**src/rtl/core/s2cd_pkg.sv**
```systemverilog
// constants and helper tables for the seconds to calendar date converter
// used by seconds_to_calendar_date; no dependencies
`timescale 1ns / 1ps

package s2cd_pkg;

  localparam int unsigned SecsPerDay  = 86400;
  localparam int unsigned SecsPerHour = 3600;
  localparam int unsigned SecsPerMin  = 60;
  localparam int unsigned BaseYear    = 2000;
  localparam int unsigned DaysPerQuad = 1461;

  // register stages of the converter pipeline
  localparam int NSTAGE = 10;

  // day index of 2100-03-01; from there on one day is added so that the
  // plain four-year cycle also covers the missing 29 february 2100
  localparam logic [15:0] SKIP_2100 = 16'd36584;

  // reciprocals, rounded down; each quotient estimate is low by at most one
  localparam logic [31:0] RECIP_DAY  = 32'd3257812230; // 2^41 / 675, after >> 7
  localparam int          SHIFT_DAY  = 41;
  localparam logic [16:0] RECIP_HOUR = 17'd74565;      // 2^28 / 3600
  localparam int          SHIFT_HOUR = 28;
  localparam logic [15:0] RECIP_QUAD = 16'd45933;      // 2^26 / 1461
  localparam int          SHIFT_QUAD = 26;
  localparam logic [12:0] RECIP_MIN  = 13'd4369;       // 2^18 / 60
  localparam int          SHIFT_MIN  = 18;

  localparam logic [3:0] NUM_MONTHS = 4'd12;

  // first day of the year in a four-year cycle that starts with a leap year
  function automatic logic [10:0] year_start(input logic [1:0] y);
    logic [10:0] s;
    case (y)
      2'd0:    s = 11'd0;
      2'd1:    s = 11'd366;
      2'd2:    s = 11'd731;
      2'd3:    s = 11'd1096;
      default: s = 11'd0;
    endcase
    return s;
  endfunction

  // first day of month m (0 = january) within the year
  function automatic logic [8:0] month_start(input logic [3:0] m, input logic leap);
    logic [8:0] s;
    case (m)
      4'd0:    s = 9'd0;
      4'd1:    s = 9'd31;
      4'd2:    s = 9'd59;
      4'd3:    s = 9'd90;
      4'd4:    s = 9'd120;
      4'd5:    s = 9'd151;
      4'd6:    s = 9'd181;
      4'd7:    s = 9'd212;
      4'd8:    s = 9'd243;
      4'd9:    s = 9'd273;
      4'd10:   s = 9'd304;
      4'd11:   s = 9'd334;
      default: s = 9'd0;
    endcase
    if (leap && (m >= 4'd2)) begin
      s = s + 9'd1;
    end
    return s;
  endfunction

endpackage

```
**src/rtl/core/seconds_to_calendar_date.sv**
```systemverilog
// seconds since 2000-01-01 00:00:00 utc to gregorian date and time of day
// ten-stage pipeline built from constant-reciprocal divisions; uses s2cd_pkg
`timescale 1ns / 1ps

//  channel  | direction | tdata fields (lowest bit first)
//  ---------+-----------+--------------------------------------------------
//  s_*      | in        | utc_seconds[31:0]
//  m_*      | out       | year[11:0] month[15:12] day_of_month[20:16]
//           |           | hour[25:21] minute[31:26] second[37:32], zero fill
//
//  one item per cycle sustained while m_tready stays high; the
//  ten register stages hold multiplies and subtract and compare steps,
//  and no state is kept between items
//  rst clears the stage valid bits only; the data registers are not reset
//  each stage holds while its successor is full and stalled, so a stall on
//  m_tready backs up stage by stage and empty stages still fill meanwhile

module seconds_to_calendar_date
  import s2cd_pkg::*;
(
  input  logic        clk,
  input  logic        rst,
  input  logic        s_tvalid,
  output logic        s_tready,
  input  logic [31:0] s_tdata,   // utc_seconds[31:0]
  output logic        m_tvalid,
  input  logic        m_tready,
  output logic [39:0] m_tdata    // year, month, day_of_month, hour, minute, second
);

  logic [NSTAGE:1]   v;
  logic [NSTAGE+1:1] en;

  // a stage may load when it is empty or its contents move on
  always_comb begin
    en[NSTAGE+1] = m_tready;
    for (int k = NSTAGE; k >= 1; k--) begin
      en[k] = !v[k] || en[k+1];
    end
  end

  assign s_tready = en[1];
  assign m_tvalid = v[NSTAGE];

  always_ff @(posedge clk) begin
    if (rst) begin
      v <= '0;
    end else begin
      if (en[1]) begin
        v[1] <= s_tvalid;
      end
      for (int k = 2; k <= NSTAGE; k++) begin
        if (en[k]) begin
          v[k] <= v[k-1];
        end
      end
    end
  end

  // stage 1: day quotient product, seconds / 86400 = (seconds >> 7) / 675
  logic [31:0] t1;
  logic [56:0] p1;
  always_ff @(posedge clk) begin
    if (en[1]) begin
      t1 <= s_tdata;
      p1 <= 57'(s_tdata[31:7]) * 57'(RECIP_DAY);
    end
  end

  // stage 2: day estimate and its seconds back
  logic [31:0] t2;
  logic [15:0] d2;
  logic [32:0] p2;
  logic [15:0] d2_next;
  assign d2_next = p1[SHIFT_DAY +: 16];
  always_ff @(posedge clk) begin
    if (en[2]) begin
      t2 <= t1;
      d2 <= d2_next;
      p2 <= 33'(d2_next) * 33'(SecsPerDay);
    end
  end

  // stage 3: time of day, estimate corrected by one day where needed
  logic [16:0] tod3;
  logic [15:0] d3;
  logic [32:0] diff3;
  logic [17:0] tode3;
  assign diff3 = {1'b0, t2} - p2;
  assign tode3 = diff3[17:0];
  always_ff @(posedge clk) begin
    if (en[3]) begin
      if (tode3 >= 18'(SecsPerDay)) begin
        tod3 <= 17'(tode3 - 18'(SecsPerDay));
        d3   <= d2 + 16'd1;
      end else begin
        tod3 <= tode3[16:0];
        d3   <= d2;
      end
    end
  end

  // stage 4: insert the missing leap day of 2100, hour product
  logic [16:0] tod4;
  logic [15:0] dd4;
  logic [33:0] ph4;
  always_ff @(posedge clk) begin
    if (en[4]) begin
      tod4 <= tod3;
      dd4  <= (d3 >= SKIP_2100) ? d3 + 16'd1 : d3;
      ph4  <= 34'(tod3) * 34'(RECIP_HOUR);
    end
  end

  // stage 5: hour estimate back to seconds, four-year cycle product
  logic [16:0] tod5;
  logic [15:0] dd5;
  logic [4:0]  h5;
  logic [16:0] ph5;
  logic [31:0] pq5;
  logic [4:0]  h5_next;
  assign h5_next = ph4[SHIFT_HOUR +: 5];
  always_ff @(posedge clk) begin
    if (en[5]) begin
      tod5 <= tod4;
      dd5  <= dd4;
      h5   <= h5_next;
      ph5  <= 17'(h5_next) * 17'(SecsPerHour);
      pq5  <= 32'(dd4) * 32'(RECIP_QUAD);
    end
  end

  // stage 6: corrected hour and seconds of the hour, cycle estimate back to days
  logic [4:0]  hr6;
  logic [11:0] rem6;
  logic [15:0] dd6;
  logic [5:0]  q6;
  logic [15:0] pq6;
  logic [12:0] reme6;
  logic [5:0]  q6_next;
  assign reme6   = 13'(tod5 - ph5);
  assign q6_next = pq5[SHIFT_QUAD +: 6];
  always_ff @(posedge clk) begin
    if (en[6]) begin
      if (reme6 >= 13'(SecsPerHour)) begin
        hr6  <= h5 + 5'd1;
        rem6 <= 12'(reme6 - 13'(SecsPerHour));
      end else begin
        hr6  <= h5;
        rem6 <= reme6[11:0];
      end
      dd6 <= dd5;
      q6  <= q6_next;
      pq6 <= 16'(q6_next) * 16'(DaysPerQuad);
    end
  end

  // stage 7: corrected cycle count and day within the cycle, minute product
  logic [4:0]  hr7;
  logic [11:0] rem7;
  logic [5:0]  q7;
  logic [10:0] r7;
  logic [24:0] pm7;
  logic [11:0] re7;
  assign re7 = 12'(dd6 - pq6);
  always_ff @(posedge clk) begin
    if (en[7]) begin
      hr7  <= hr6;
      rem7 <= rem6;
      if (re7 >= 12'(DaysPerQuad)) begin
        q7 <= q6 + 6'd1;
        r7 <= 11'(re7 - 12'(DaysPerQuad));
      end else begin
        q7 <= q6;
        r7 <= re7[10:0];
      end
      pm7 <= 25'(rem6) * 25'(RECIP_MIN);
    end
  end

  // stage 8: year within the cycle, minute estimate back to seconds
  logic [4:0]  hr8;
  logic [11:0] rem8;
  logic [5:0]  q8;
  logic [10:0] r8;
  logic [1:0]  y8;
  logic [5:0]  m8;
  logic [11:0] pm8;
  logic [5:0]  m8_next;
  assign m8_next = pm7[SHIFT_MIN +: 6];
  always_ff @(posedge clk) begin
    if (en[8]) begin
      hr8  <= hr7;
      rem8 <= rem7;
      q8   <= q7;
      r8   <= r7;
      y8   <= 2'(r7 >= year_start(2'd1)) + 2'(r7 >= year_start(2'd2))
            + 2'(r7 >= year_start(2'd3));
      m8   <= m8_next;
      pm8  <= 12'(m8_next) * 12'(SecsPerMin);
    end
  end

  // stage 9: corrected minute and second, day of year, calendar year
  logic [4:0]  hr9;
  logic [5:0]  mn9;
  logic [5:0]  sc9;
  logic [8:0]  doy9;
  logic        leap9;
  logic [11:0] yr9;
  logic [6:0]  sce9;
  logic [10:0] doy9_next;
  assign sce9      = 7'(rem8 - pm8);
  assign doy9_next = r8 - year_start(y8);
  always_ff @(posedge clk) begin
    if (en[9]) begin
      hr9 <= hr8;
      if (sce9 >= 7'(SecsPerMin)) begin
        mn9 <= m8 + 6'd1;
        sc9 <= 6'(sce9 - 7'(SecsPerMin));
      end else begin
        mn9 <= m8;
        sc9 <= sce9[5:0];
      end
      doy9  <= doy9_next[8:0];
      leap9 <= (y8 == 2'd0);
      yr9   <= 12'(BaseYear) + {4'd0, q8, y8};
    end
  end

  // stage 10: month by table compare, day of month; output register
  logic [11:0] yr10;
  logic [3:0]  mo10;
  logic [4:0]  day10;
  logic [4:0]  hr10;
  logic [5:0]  mn10;
  logic [5:0]  sc10;
  logic [3:0]  mi9;
  logic [8:0]  dom9;

  always_comb begin
    mi9 = 4'd0;
    for (int m = 1; m < int'(NUM_MONTHS); m++) begin
      if (doy9 >= month_start(4'(m), leap9)) begin
        mi9 = 4'(m);
      end
    end
    dom9 = doy9 - month_start(mi9, leap9) + 9'd1;
  end

  always_ff @(posedge clk) begin
    if (en[10]) begin
      yr10  <= yr9;
      mo10  <= mi9 + 4'd1;
      day10 <= dom9[4:0];
      hr10  <= hr9;
      mn10  <= mn9;
      sc10  <= sc9;
    end
  end

  assign m_tdata = {2'b00, sc10, mn10, hr10, day10, mo10, yr10};

endmodule
```
**config.mk**
```make
export PLATFORM = sky130hd
export DESIGN_NAME = seconds_to_calendar_date
export DESIGN_NICKNAME = d
export VERILOG_FILES = /design/src/rtl/core/s2cd_pkg.sv /design/src/rtl/core/seconds_to_calendar_date.sv
export SDC_FILE = /design/constraint.sdc
export NUM_CORES = 2
export LEC_CHECK = 0
export BUFFER_PORTS_ARGS = -buffer_cell sky130_fd_sc_hd__buf_2
export CAP_MARGIN = 20
export CORE_AREA = 2 2 269 271
export CTS_BUF_LIST = sky130_fd_sc_hd__clkbuf_4
export CTS_CLUSTER_DIAMETER = 80
export DETAILED_ROUTE_END_ITERATION = 16
export DIE_AREA = 0 0 271 273
export GPL_TIMING_DRIVEN = 0
export MAX_ROUTING_LAYER = met4
export PLACE_DENSITY = 0.7
export SLEW_MARGIN = 20
export SYNTH_ARGS = -nofsm -noshare
export SYNTH_HDL_FRONTEND = slang
export SYNTH_SLANG_ARGS = --single-unit
export TNS_END_PERCENT = 5
```
**constraint.sdc**
```tcl
create_clock -name clk -period 8.1 [get_ports clk]
set_input_delay 0.405 -clock clk [delete_from_list [all_inputs] [get_ports clk]]
set_output_delay 0.405 -clock clk [all_outputs]
set_load 0.02 [all_outputs]
```
After elaboration in Yosys (flattened, before gate mapping)
Memory sizes are Yosys's and may differ from the RTL's.
Cells that the tools add are included.
Cells by class
  $add $sub $neg: 21
  multiply operators: 8
  order comparisons: 20
  equality and inequality tests: 3
  multiplexer cells: 32
  reductions and logical operators: 22
Operators with widths (number)
  multiplier 25 x 31 -> 56 bit, second input constant: 1
  two-way mux 4 bit: 11
  >= comparator 9 x 8 -> 1 bit: 4
  case mux 9 bit (4 select lines): 1
  multiplier 17 x 17 -> 33 bit, second input constant: 1
  adder 16 x 1 -> 16 bit, second input constant: 2
  multiplier 16 x 16 -> 32 bit, second input constant: 1
  two-way mux 16 bit: 2
  >= comparator 9 bit: 3
  multiplier 12 x 13 -> 24 bit, second input constant: 1
  >= comparator 18 x 17 -> 1 bit, second input constant: 1
  >= comparator 9 x 7 -> 1 bit: 2
  two-way mux 6 bit: 3
  subtractor 18 bit: 1
  two-way mux 17 bit: 1
  subtractor 17 bit, second input constant: 1
  >= comparator 16 bit, second input constant: 1
  multiplier 16 x 10 -> 11 bit, second input constant: 1
  adder 5 x 1 -> 5 bit, second input constant: 3
  >= comparator 13 x 12 -> 1 bit, second input constant: 1
  subtractor 13 bit: 1
  adder 11 x 8 -> 12 bit, first input constant: 1
  adder 6 x 1 -> 6 bit, second input constant: 2
  >= comparator 12 x 11 -> 1 bit, second input constant: 1
  other kinds (32): 59
Storage, ports and cells
  bits in registers: 512
  ROM bits: 144
  input port bits: 36
  output and inout port bits: 42
  memories: 1
Memories
  (name not given): depth 16, width 9, read ports 1, clocked after Yosys merged registers in 0, wr ports 0, RTL line s2cd_pkg.sv:48  | case (m)

Logic depth before layout (Yosys ltp)
  word-level depth: 17
  mapped depth: 24
  mapped depth without buffers: 24

Worst setup path after synthesis
OpenSTA, ideal clock, no wires.
  kind: input port to flip-flop
  from: input port s_tdata[26]
  to: register p1[49], data pin
  setup time: 0.272 ns
  arrival time: 5.902 ns
  data required time: 7.828 ns
  slack: 1.926 ns
  stages: 20
  cells stage by stage: fa_1 > ha_1 > inv_1 > fa_1 > fa_1 > inv_1 > fa_1 > inv_1 > fa_1 > inv_1 > fa_1 > ha_1 > and3_4 > and4_4 > nand3_2 > nor4_2 > o21bai_2 > a21boi_2 > nor4b_1 > or4_1
Between the ends
  word-level cells in the longest chain between the ends: 1
RTL lines
  start: declaration: RTL line seconds_to_calendar_date.sv:25  | input logic [31:0] s_tdata,
  multiplier 25 x 31 -> 56 bit: RTL line seconds_to_calendar_date.sv:66  | p1 <= 57'(s_tdata[31:7]) * 57'(RECIP_DAY);
  end signal: assignment: RTL line seconds_to_calendar_date.sv:66
  end: declaration: RTL line seconds_to_calendar_date.sv:62  | logic [56:0] p1;
Every way passes these cells.
A chain may end at the register's enable or synchronous reset.

Worst setup path after layout
  from: input port s_tdata[9]
  to: register p1[49], data pin
The elaborated chain is that of the path after synthesis.

==> impl_metrics.py <==
metrics = {
    "drt": {
        "vias_per_cell": 5.234,
        "drt_first_pass_iters": 5,
        "drt_wl_total_mm": 73.60,
        "via_count": 23691,
        "drcViolationCount": 0,
        "drt-initial-drc-count": 1066,
        "ant_nets": 0,
        "wl_per_cell_um": 16.26,
    },
    "floorplan": {
        "start_util_pct": 53.78,
        "die-area_mm2": 0.07398,
        "die_height_um": 273,
        "num_rows": 98,
        "die_w_um": 271,
        "core-area_mm2": 0.07100,
        "io_pins": 78,
    },
    "synth": {
        "yosysWarningCount": 0,
        "synthArstFlopShare_pct": 0,
        "synthXorXnorAreaFrac_pct": 3.844,
        "synthFlopType": "edfxtp_1",
        "ys_seq_elements": 388,
        "synth.area.mux_share_pct": 0.2589,
        "synth_edf_count": 378,
        "synth_top_family_by_area": "adder cells",
        "synthAdderAreaFrac_pct": 44.74,
        "yosysSeqAreaShare_pct": 30.25,
        "synth.cell_area_mm2": 0.03818,
        "synth_area_per_cell_um2": 11.54,
        "synth_compound_area_share_pct": 7.183,
        "netlist-cell-type-count": 98,
        "netlist_instances": 3308,
        "synth-simple-area-share_pct": 6.026,
    },
    "status": {
        "outcome": "completed",
    },
    "timing": {
        "finalClockSkew_ns": 0.08189,
        "max_slew_margin_pct": 44.97,
        "min_period_ns": 6.525,
        "final-max-slew-violation-count": 0,
        "period_share_pct": 80.55,
        "fmax_ghz": 0.1533,
        "setup_viol": 0,
        "finalHoldViolCount": 0,
        "rsz0062_at_grt": "false",
        "tns_ns": 0,
        "tightest_slew_ns": 0.8204,
    },
    "grt": {
        "grt_max_degree": 35,
        "grt-ovfl-total": 0,
        "grt_usage_pct": 21.50,
        "grt_pass1_wl_mm": 122.6,
        "grt_antenna_before_repair": 2,
        "grt_pass1_vias": 24608,
    },
    "worst_setup_path": {
        "arrival_ns": 7.09,
        "crit_required_ns": 8.67,
        "path_class": "primary input to flip-flop",
        "cp_max_fo": 9,
        "end_kind": "flip-flop",
        "cp-start-kind": "primary input",
    },
    "clock_network": {
        "clock-root-buffer": "clkbuf_4",
        "clk_latency_ns": 0.82,
        "numCtsBuffers": 96,
        "cts.sinks": 388,
        "clk_path_buf_depth": 3,
        "h-tree-depth": 3,
        "cts_tree": "built",
        "clk_pin_slew_worst_paths_ns": 0.07,
        "cts_resized": 0,
    },
    "worst_hold_path": {
        "hp-class": "primary input to flip-flop",
    },
    "placement": {
        "gp_congestion": 0.9346,
        "portBuffers": 74,
        "hpwl_mm": 61.40,
    },
    "cells_and_area": {
        "layout.cells.most_common": "ha_1",
        "nNetsFinal": 4675,
        "syn_to_final_growth_pct": 8.183,
        "drive_above_1_share_pct": 8.422,
        "layout_common_cells": "754 x ha_1, 744 x inv_1, 382 x fa_1",
    },
    "job": {
        "drv_cap": 0,
    },
}
[critical path, cell delays in order]
cell           delay (ns)
dlygate4sd3_1        0.51
buf_2                0.28
inv_1                0.17
fa_1                 0.55
inv_1                0.05
fa_1                 0.46
fa_1                 0.51
inv_1                0.05
fa_1                 0.48
inv_1                0.07
fa_1                 0.55
fa_1                 0.54
ha_1                 0.37
nand4_1              0.13
nor3b_1              0.19
a21oi_1              0.11
nor4_2               0.68
o21bai_2             0.15
a21boi_2             0.23
nor4b_1              0.07
or4_1                0.51
[cell usage after synthesis, types with 44 or more instances]
cell        n  area [um^2]
xor2_1     44        385.4
o21ai_0    63        315.3
edfxtp_1  378        11350
fa_1      382         7647
nand3_1    54        270.3
nor3_1     45        225.2
a21oi_1   105        525.5
xnor2_1   118         1033
nor2_1     79        296.5
ha_1      754         9434
inv_1     748         2808
nand2_1    93        349.1
[sequential cells by signal, summed over array words and instances (netlist names), 13 cells and up]
signal and count:
d2 16, d3 16, dd4 16, p1 16
t1 18, t2 18, tod3 17, tod4 13
tod5 13
[stage by stage]
step           hold WS (ns)  cells  utilization, %  setup slack (ns)  cell area (um^2)
6_report            0.08680   4526           58.18             1.575             41310
4_1_cts            0.007538   4524           58.17             1.659             41300
5_1_grt             0.03295   4526           58.18             1.161             41310
3_3_place_gp         0.4004   4333           55.98            0.8499             39740
3_5_place_dp         0.4045   4342           56.31            0.8150             39970
2_1_floorplan        0.4003   3309               -             1.926             38190
[cells by family (layout without fill, tap and decap cells)]
kind of cell	Yosys count	after routing
AO/OA/AOI/OAI	401	401
AND/OR/NAND/NOR	436	436
multiplexers	9	9
flip-flops	388	388
XOR/XNOR	165	165
other	1	4
adder cells (fa/ha/maj)	1136	1136
buffers and inverters	772	1037
[area by class of cell]
type | instances | area, um^2
fill | 5921 | 29690
multi-input combinational | 2149 | 23720
sequential | 388 | 11550
inverter | 748 | 2808
tap | 950 | 1189
clock buffer | 134 | 1006
timing repair buffer | 96 | 710.7
clock inverter | 35 | 190.2
buffer | 24 | 127.6
antenna | 2 | 5.005
[timing repair]
item                                   4_1_cts  5_1_grt
endpoints found under the hold margin       18        0
setup endpoints to repair                    0        0
buffers inserted                             0        0
hold buffers                                13        0
[final timing paths]
check	start	endpoint	slack, ns	depth (start not counted)
setup / recovery	s_tdata[9]	p1[49]	1.58	21
hold reg to reg	tod4[4]	tod5[4]	0.40	0
setup reg to reg	dd4[10]	pq5[30]	1.78	17
hold / removal	s_tdata[12]	t1[12]	0.09	1
[metal layers]
metal	vias up	global-route usage (%)	part of all wire, %
met3	152	3.163	4.4
met1	11368	25.80	43
li1	11679	-	-
met4	0	8.462	3.7
met5	-	-	0
met2	492	36.61	49
Power is left out: the tool's default activity adds up to more than one toggle a clock period on the data nets, which glitch-free logic cannot reach.
